[config.mk]
export PLATFORM = sky130hd
export DESIGN_NAME = gpio_port_registers_unit
export DESIGN_NICKNAME = d
export VERILOG_FILES = /design/src/hdl/gpr_pkg.sv /design/src/hdl/gpr_regfile.sv /design/src/hdl/gpio_port_registers_unit.sv
export SDC_FILE = /design/constraint.sdc
export NUM_CORES = 1
export LEC_CHECK = 0
export BUFFER_PORTS_ARGS = -buffer_cell sky130_fd_sc_hd__buf_2
export CAP_MARGIN = 20
export CELL_PAD_IN_SITES_DETAIL_PLACEMENT = 2
export CELL_PAD_IN_SITES_GLOBAL_PLACEMENT = 2
export CORE_ASPECT_RATIO = 1.4
export CORE_MARGIN = 4
export CORE_UTILIZATION = 38
export DETAILED_ROUTE_END_ITERATION = 10
export GPL_ROUTABILITY_DRIVEN = 0
export GPL_TIMING_DRIVEN = 0
export PLACE_DENSITY = 0.74
export SKIP_CTS_REPAIR_TIMING = 1
export SLEW_MARGIN = 20
export SYNTH_ARGS = -nofsm -noshare
export SYNTH_HDL_FRONTEND = slang
export SYNTH_HIERARCHICAL = 1
export SYNTH_SLANG_ARGS = --single-unit
[constraint.sdc]
create_clock -name clk -period 9.3 [get_ports clk]
set_input_delay 1.395 -clock clk [delete_from_list [all_inputs] [get_ports clk]]
set_output_delay 1.395 -clock clk [all_outputs]
set_load 0.01 [all_outputs]
[src/hdl/gpr_pkg.sv]
// Shared types and constants of the GPIO port register block.
`default_nettype none
package gpr_pkg;

	// Register selector codes of the bus access.
	typedef enum logic [2:0] {
		SEL_CFG_LOW  = 3'd0,
		SEL_CFG_HIGH = 3'd1,
		SEL_INPUT    = 3'd2,
		SEL_OUTPUT   = 3'd3,
		SEL_BSRR     = 3'd4,
		SEL_BRR      = 3'd5,
		SEL_LOCK     = 3'd6
	} reg_sel_t;

	// Progress through the lock key sequence.
	typedef enum logic [1:0] {
		KEY_IDLE  = 2'd0,
		KEY_ONE   = 2'd1,
		KEY_ZERO  = 2'd2,
		KEY_ARMED = 2'd3
	} key_stage_t;

	localparam logic [31:0] CFG_RESET   = 32'h4444_4444;
	localparam int          KEY_BIT     = 16;
	localparam int          MAX_PINS    = 16;
	localparam int          FIELD_W     = 4;
	localparam logic [3:0]  FIELD_MASK  = 4'hf;

	// One result transfer; the first member sits in the highest bits.
	typedef struct packed {
		logic        lock_active;
		logic [31:0] pin_modes_high;
		logic [31:0] pin_modes_low;
		logic [15:0] output_levels;
		logic [31:0] read_data;
	} result_t;

	// Internal status of the register file, watched by the top level.
	typedef struct packed {
		logic       locked;
		key_stage_t stage;
	} gpr_status_t;

endpackage
`default_nettype wire

[src/hdl/gpr_regfile.sv]
// Port register file: configuration, output data and lock key logic.
`default_nettype none
module gpr_regfile
	import gpr_pkg::*;
#(
	parameter int PORT_WIDTH = 16
) (
	input  wire logic        clk,
	input  wire logic        arst_n,
	input  wire logic        acc,
	input  wire logic        is_write,
	input  wire logic [2:0]  sel,
	input  wire logic [31:0] wdata,
	input  wire logic [15:0] pins,
	output result_t          res,
	output gpr_status_t      status
);

	logic [31:0] cfg_lo_q, cfg_hi_q, cfg_lo_n, cfg_hi_n;
	logic [15:0] out_q, out_n;
	logic [15:0] mask_q, mask_n;
	key_stage_t  stage_q, stage_n;
	logic        locked_q, locked_n;

	logic [15:0] pm;
	logic [31:0] m_lo, m_hi;
	logic [15:0] lock_low;
	logic [31:0] rd;

	// Present pins and writable configuration fields.
	always_comb begin
		for (int i = 0; i < MAX_PINS; i++) begin
			pm[i] = (i < PORT_WIDTH);
		end
		for (int k = 0; k < 8; k++) begin
			m_lo[k*FIELD_W +: FIELD_W] =
				(pm[k] && !(locked_q && mask_q[k])) ? FIELD_MASK : 4'h0;
			m_hi[k*FIELD_W +: FIELD_W] =
				(pm[k+8] && !(locked_q && mask_q[k+8])) ? FIELD_MASK : 4'h0;
		end
	end

	assign lock_low = wdata[15:0] & pm;

	always_comb begin
		cfg_lo_n = cfg_lo_q;
		cfg_hi_n = cfg_hi_q;
		out_n    = out_q;
		mask_n   = mask_q;
		stage_n  = stage_q;
		locked_n = locked_q;
		rd       = '0;
		if (is_write) begin
			case (reg_sel_t'(sel))
				SEL_CFG_LOW:  cfg_lo_n = (cfg_lo_q & ~m_lo) | (wdata & m_lo);
				SEL_CFG_HIGH: cfg_hi_n = (cfg_hi_q & ~m_hi) | (wdata & m_hi);
				SEL_OUTPUT:   out_n = wdata[15:0] & pm;
				SEL_BSRR:     out_n = ((out_q & ~wdata[31:16]) | wdata[15:0]) & pm;
				SEL_BRR:      out_n = out_q & ~wdata[15:0] & pm;
				SEL_LOCK: begin
					if (!locked_q) begin
						if (wdata[KEY_BIT]) begin
							if (stage_q == KEY_ZERO && lock_low == mask_q) begin
								stage_n = KEY_ARMED;
							end else begin
								mask_n  = lock_low;
								stage_n = KEY_ONE;
							end
						end else begin
							if (stage_q == KEY_ONE && lock_low == mask_q) begin
								stage_n = KEY_ZERO;
							end else begin
								mask_n  = lock_low;
								stage_n = KEY_IDLE;
							end
						end
					end
				end
				default: ;
			endcase
		end else begin
			case (reg_sel_t'(sel))
				SEL_CFG_LOW:  rd = cfg_lo_q;
				SEL_CFG_HIGH: rd = cfg_hi_q;
				SEL_INPUT:    rd = {16'h0, pins & pm};
				SEL_OUTPUT:   rd = {16'h0, out_q};
				SEL_LOCK: begin
					// The read that completes the key shows the key bit as zero.
					if (stage_q == KEY_ARMED) begin
						rd       = {16'h0, mask_q};
						locked_n = 1'b1;
					end else begin
						rd = {15'h0, locked_q, mask_q};
					end
					stage_n = KEY_IDLE;
				end
				default: rd = '0;
			endcase
		end
	end

	always_ff @(posedge clk or negedge arst_n) begin
		if (!arst_n) begin
			cfg_lo_q <= CFG_RESET;
			cfg_hi_q <= CFG_RESET;
			out_q    <= '0;
			mask_q   <= '0;
			stage_q  <= KEY_IDLE;
			locked_q <= 1'b0;
		end else if (acc) begin
			cfg_lo_q <= cfg_lo_n;
			cfg_hi_q <= cfg_hi_n;
			out_q    <= out_n;
			mask_q   <= mask_n;
			stage_q  <= stage_n;
			locked_q <= locked_n;
		end
	end

	assign res.read_data      = rd;
	assign res.output_levels  = out_n;
	assign res.pin_modes_low  = cfg_lo_n;
	assign res.pin_modes_high = cfg_hi_n;
	assign res.lock_active    = locked_n;

	assign status.locked = locked_q;
	assign status.stage  = stage_q;

endmodule
`default_nettype wire

[src/hdl/gpio_port_registers_unit.sv]
// Top level of the GPIO port register block with its result skid stage.
// Results are registered in the output slot, or in the skid slot if the output slot is held.
// Throughput: one access per cycle while the skid slot is free, set by the single register file update.
// A skid register lets one more access be taken while a result waits.
// Reset (arst_n low, asynchronous): config words 0x44444444, output and lock
// state cleared, both result slots empty.
`default_nettype none
module gpio_port_registers_unit
	import gpr_pkg::*;
#(
	parameter int PORT_WIDTH = 16
) (
	input  wire logic         clk,
	input  wire logic         arst_n,
	input  wire logic         s_tvalid,
	output logic              s_tready,
	input  wire logic [47:0]  s_tdata,   // write_data[31:0], pin_levels[47:32]
	input  wire logic [3:0]   s_tuser,   // action[0], reg_select[3:1]
	output logic              m_tvalid,
	input  wire logic         m_tready,
	output logic [119:0]      m_tdata    // read_data[31:0], output_levels[47:32],
	                                     // pin_modes_low[79:48], pin_modes_high[111:80],
	                                     // lock_active[112], zero fill above
);

	logic        accept;
	logic        take;
	result_t     res_new;
	result_t     res_q;
	result_t     skid_q;
	logic        vld_q;
	logic        skid_vld_q;
	gpr_status_t status;

	// Input is taken whenever the skid slot is free.
	assign s_tready = !skid_vld_q;
	assign accept   = s_tvalid && s_tready;
	assign take     = vld_q && m_tready;

	// Every register update and the result it produces happen in the accept cycle.
	gpr_regfile #(
		.PORT_WIDTH(PORT_WIDTH)
	) u_regfile (
		.clk      (clk),
		.arst_n   (arst_n),
		.acc      (accept),
		.is_write (s_tuser[0]),
		.sel      (s_tuser[3:1]),
		.wdata    (s_tdata[31:0]),
		.pins     (s_tdata[47:32]),
		.res      (res_new),
		.status   (status)
	);

	// Control of the output slot and the skid slot.
	always_ff @(posedge clk or negedge arst_n) begin
		if (!arst_n) begin
			vld_q      <= 1'b0;
			skid_vld_q <= 1'b0;
		end else if (accept) begin
			// The skid slot is empty here, since accept needs it free.
			if (!vld_q || take) begin
				vld_q <= 1'b1;
			end else begin
				skid_vld_q <= 1'b1;
			end
		end else if (take) begin
			if (skid_vld_q) begin
				skid_vld_q <= 1'b0;
			end else begin
				vld_q <= 1'b0;
			end
		end
	end

	// Result payload, no reset needed.
	always_ff @(posedge clk) begin
		if (accept) begin
			if (!vld_q || take) begin
				res_q <= res_new;
			end else begin
				skid_q <= res_new;
			end
		end else if (take && skid_vld_q) begin
			res_q <= skid_q;
		end
	end

	assign m_tvalid = vld_q;
	assign m_tdata  = {7'h0, res_q};

	// A waiting skid entry always sits behind a held output entry.
	a_skid_behind_out: assert property (@(posedge clk) disable iff (!arst_n)
		skid_vld_q |-> vld_q)
		else $error("skid slot holds a result while the output slot is empty");

	// An accepted access always leaves a result on the master side.
	a_accept_gives_result: assert property (@(posedge clk) disable iff (!arst_n)
		accept |=> m_tvalid)
		else $error("accepted access produced no result");

	// Once locked, the port stays locked until reset.
	a_lock_sticky: assert property (@(posedge clk) disable iff (!arst_n)
		status.locked |=> status.locked)
		else $error("lock released without reset");

	// After locking, no key sequence can be in progress.
	a_locked_idle: assert property (@(posedge clk) disable iff (!arst_n)
		status.locked |-> (status.stage == KEY_IDLE))
		else $error("key sequence advanced while locked");

endmodule
`default_nettype wire
======== Word-level counts from Yosys, hierarchy flattened ========
Index checks and enable logic that the tools add are counted.
word-level totals
  input port bits ......................... 56
  flip-flop bits (word level) ............. 327
  logic and storage cells ................. 130
  output and inout port bits .............. 122
operators by class
  equality and inequality tests ........... 16
  bitwise operators ....................... 15
  muxes and demuxes ....................... 48
  reduce and logical (&&, ||, !) cells .... 33
operators by type and width
  cell                                                              number
  113-bit 2-to-1 mux                                                3
  32-bit 2-to-1 mux                                                 5
  32-bit one-hot mux with 5 select lines                            1
  32-bit bitwise AND                                                4
  16-bit 2-to-1 mux                                                 4
  4-bit 2-to-1 mux                                                  16
  32-bit NOT                                                        2
  32-bit OR                                                         2
  16-bit one-hot mux with 3 select lines                            1
  16-bit bitwise AND                                                2
  16-bit NOT                                                        2
  1-bit logical AND                                                 21
  17-bit 2-to-1 mux                                                 1
  16-bit == test                                                    1
  16-bit OR                                                         1
  2-bit 2-to-1 mux                                                  7
  1-bit 2-to-1 mux                                                  10
  2-bit != test (second input constant)                             5
  3-bit == test (second input constant)                             3
  3-bit by 2-bit == test with 1-bit output (second input constant)  2
  2-bit AND reduction                                               3
  3-bit AND reduction                                               2
  6-bit AND reduction                                               1
  2-bit == test (second input constant)                             2
  8 further kinds                                                   11

======== Longest topological paths before layout ========
  depth in word-level cells ............... 9
  gate-level depth with buffers ........... 12
  mapped depth without buffers ............ 7

======== By module ========
Netlist, hierarchy kept.
by module, submodules not included
  module                    seq. area each (sq um)  cells an instance  times used  area each (sq um)
  gpio_port_registers_unit  6836.6                  373                1           8543.2
  gpr_regfile               2497.4                  615                1           6656.4

======== Least setup slack after synthesis ========
No wires, ideal clock.
  path kind ............................... input port to flip-flop
  start point ............................. input s_tvalid
  end point ............................... register skid_q[0] (netlist name), enable pin
  data required time ...................... 8.554 ns
  library setup time ...................... 0.746 ns
  data arrival time ....................... 10.017 ns
  slack ................................... -1.463 ns
  buffers on the path ..................... 3
  stages on the path ...................... 5
  cell sequence ........................... nand2b_4 > buf_6 > buf_6 > buf_8 > nor3b_1
on the way
  word-level cells in the longest chain between the ends .. 2
ends and longest elaborated chain
  what                                  line                            source
  start: declaration                    gpio_port_registers_unit.sv:15  input wire logic s_tvalid,
  1-bit logical AND                     gpio_port_registers_unit.sv:37  assign accept = s_tvalid && s_tready;
  2-bit AND reduction (no source line)  n/a
  end signal: assignment                gpio_port_registers_unit.sv:82  skid_q <= res_new;
  end: declaration                      gpio_port_registers_unit.sv:30  result_t skid_q;
Every way passes these cells.
A chain may end at the register's enable or synchronous reset.

======== Worst setup path in the final report ========
  start point ............................. input s_tvalid
  end point ............................... register u_regfile.cfg_lo_q[15]
on the way
  word-level cells in the longest chain between the ends .. 1
ends and longest elaborated chain
  what                    line                            source
  1-bit logical AND       gpio_port_registers_unit.sv:37
  net accept              gpio_port_registers_unit.sv:26  logic accept;
  end signal: assignment  gpr_regfile.sv:111              cfg_lo_q <= cfg_lo_n;
  end: declaration        gpr_regfile.sv:19               logic [31:0] cfg_lo_q, cfg_hi_q, cfg_lo_n, cfg_hi_n;
The timed path passes the listed nets, and every way through them passes these cells.

==> summary.md <==
| Metric | Value |
|---|---|
| Final nets | 1249 |
| Area after DPL | 16800 µm² |
| Power density cells | 297 nW/µm² |
| Antenna viol nets, final | 0 |
| Initial Utilization | 0.385 |
| Design Area, Final | 17900 µm² |
| Worst r2r path cells | 9 |
| Sequential cell area | 9330 µm² |
| Final hold violations | 0 |
| CTS H-Tree Depth | 2 |
| Largest net degree at the start of global routing | 56 |
| Sequential Power Share | 0.457 |
| Fin crit share | 0.408 |
| Skew final | 0.0214 ns |
| Final period demand of the worst path | 3.79 ns |
| Outcome | finished clean |
| Clock root buffer | clkbuf_16 |
| I/O Buffers | 152 |
| CORE AREA | 39500 µm² |
| Fmax | 264 MHz |
| Combinational share of power | 0.291 |
| Critical Path RT | 9.71 ns |
| Relative slew slack | 0.379 |
| Worst setup SP type | input port |
| Initial DRC Count | 512 |
| Die Y | 245 µm |
| # IOs | 178 |
| CP arrival | 4.20 ns |
| Non-Filler Instances | 1749 |
| Clk sinks | 327 |
| Critical path class | input port to flop |
| Setup violators final | 0 |
| Int Pwr | 0.00367 W |
| Filler instances | 3870 |
| # rows | 86 |
| DP Wirelength | 32900 µm |
| Pre-Repair DR Iteration Count | 5 |
| Reg2reg start | skid_vld_q |
| Mapped Avg Cell Area | 15.4 µm² |
| Commonest non-fill, non-tap cell in the layout | edfxtp_1 |
| Psw | 0.00166 W |
| First-pass GRT wire length | 68100 µm |
| TritonCTS Buffers | 35 |
| Reg2reg end | u_regfile/cfg_lo_q[15] |
| Vias per cell | 5.24 |
| Crit end category | flop |
| Worst VDD drop | 0.000119 V |
| CP startpoint | s_tvalid |
| Layout cells sized above 1 | 0.475 |
| Multi-input logic area | 5440 µm² |
| GRT overflow | 0 |
| Yosys Warn Count | 6 |
| Die ar. | 43300 µm² |
| Slew Viols, Final | 0 |
| RSZ-0062 raised after global routing | no |
| Cells after Synth | 987 |
| Clock transition at path regs | 0.06 ns |
| Routed vias | 9157 |
| Clock power share | 0.252 |
| Hold WC Path Type | flop to flop |
| Routed WL per cell | 26.0 µm |
| Die Wd | 177 µm |
| Max_cap viols | 0 |
| Leak | 7.20 nW |
| Total GRT Usage | 0.209 |
| Flop2flop setup slack | 5.96 ns |
| Antenna violations before repair | 0 |
| Max clock buf depth | 3 |
| Worst setup path end | u_regfile/cfg_lo_q[15] |
| Max FO, Critical Path | 10 |
| Most frequent cells in the layout | edfxtp_1, mux2_2, buf_2 |
| Worst-margin pin slew | 0.931 ns |
| Vias in the first global route | 10500 |
| Post-Place Cells | 1684 |
| Switching Share | 0.311 |
| Mapped Area | 15200 µm² |
| Total Wirelength | 45400 µm |
| # DRC | 0 |
| CTS tree | built |
| Area growth, synth to finish | 18.1% |
| Worst skew pair latency | 0.54 ns |
## power groups by stage
stage                     registers, W  clock network (W)  logic (W)
after global placement         0.00247                  0    0.00144
after CTS                      0.00244            0.00139    0.00158
after detailed placement       0.00246                  0    0.00157
after floorplan                0.00251                  0   0.000887
final                          0.00244            0.00134    0.00155
after global routing           0.00249            0.00145    0.00167
## worst max-delay path, stage by stage
cell	delay, ns
buf_2	0.14
nand2b_4	0.06
buf_6	0.15
buf_6	0.18
buf_8	0.17
inv_1	0.18
clkbuf_1	0.36
buf_1	0.71
nand3_1	0.45
mux2_2	0.40
## area by class of cell
cell class,count,area share
diodes,1,0.000139
plain buffers,72,0.0250
clock buffers,50,0.0560
clock inverters,14,0.00474
inverters,3,0.000628
multi-input cells,591,0.303
flip-flops and latches,327,0.520
well taps,528,0.0368
repair buffers,163,0.0531
## how the worst min path moves through the flow
stage,from,cells past startpoint,slack (ns),endpoint
5_1_grt,u_regfile/cfg_lo_q[9],1,0.56,u_regfile/cfg_lo_q[9]
6_report,u_regfile/cfg_lo_q[23],1,0.54,u_regfile/cfg_lo_q[23]
4_1_cts,u_regfile/cfg_lo_q[8],1,0.54,u_regfile/cfg_lo_q[8]
2_1_floorplan,u_regfile/cfg_hi_q[28],1,0.48,u_regfile/cfg_hi_q[28]
3_3_place_gp,u_regfile/cfg_lo_q[28],1,0.51,u_regfile/cfg_lo_q[28]
3_5_place_dp,u_regfile/cfg_lo_q[29],1,0.52,u_regfile/cfg_lo_q[29]
## routing by layer
layer / wire length, µm / share of wire / global-route usage
met3: 1820 / 0.040 / 0.0315
met2: 24400 / 0.54 / 0.389
met1: 18000 / 0.40 / 0.248
met5: 0 / 0 / 0
met4: 1180 / 0.026 / 0.0562
## metrics by stage
stage	TNS [ns]	setup slack (ns)	util	hold slack [ns]	total power, W
2_1_floorplan	0	2.53	-	0.483	0.00339
3_3_place_gp	-30.67	-0.288	0.421	0.506	0.00391
3_5_place_dp	0	5.02	0.427	0.520	0.00403
4_1_cts	0	5.58	0.454	0.536	0.00541
5_1_grt	0	5.50	0.454	0.556	0.00561
6_report	0	5.51	0.454	0.536	0.00533
## flip-flops by register name, indices dropped and copies added (netlist names)
| signal | cells |
|---|---|
| u_regfile/locked_q | 1 |
| u_regfile/cfg_lo_q | 32 |
| skid_vld_q | 1 |
| skid_q | 113 |
| u_regfile/stage_q | 2 |
| u_regfile/mask_q | 16 |
| m_tvalid | 1 |
| u_regfile/cfg_hi_q | 32 |
| u_regfile/out_q | 16 |
| m_tdata | 113 |
(Power assumes the default switching activity.)
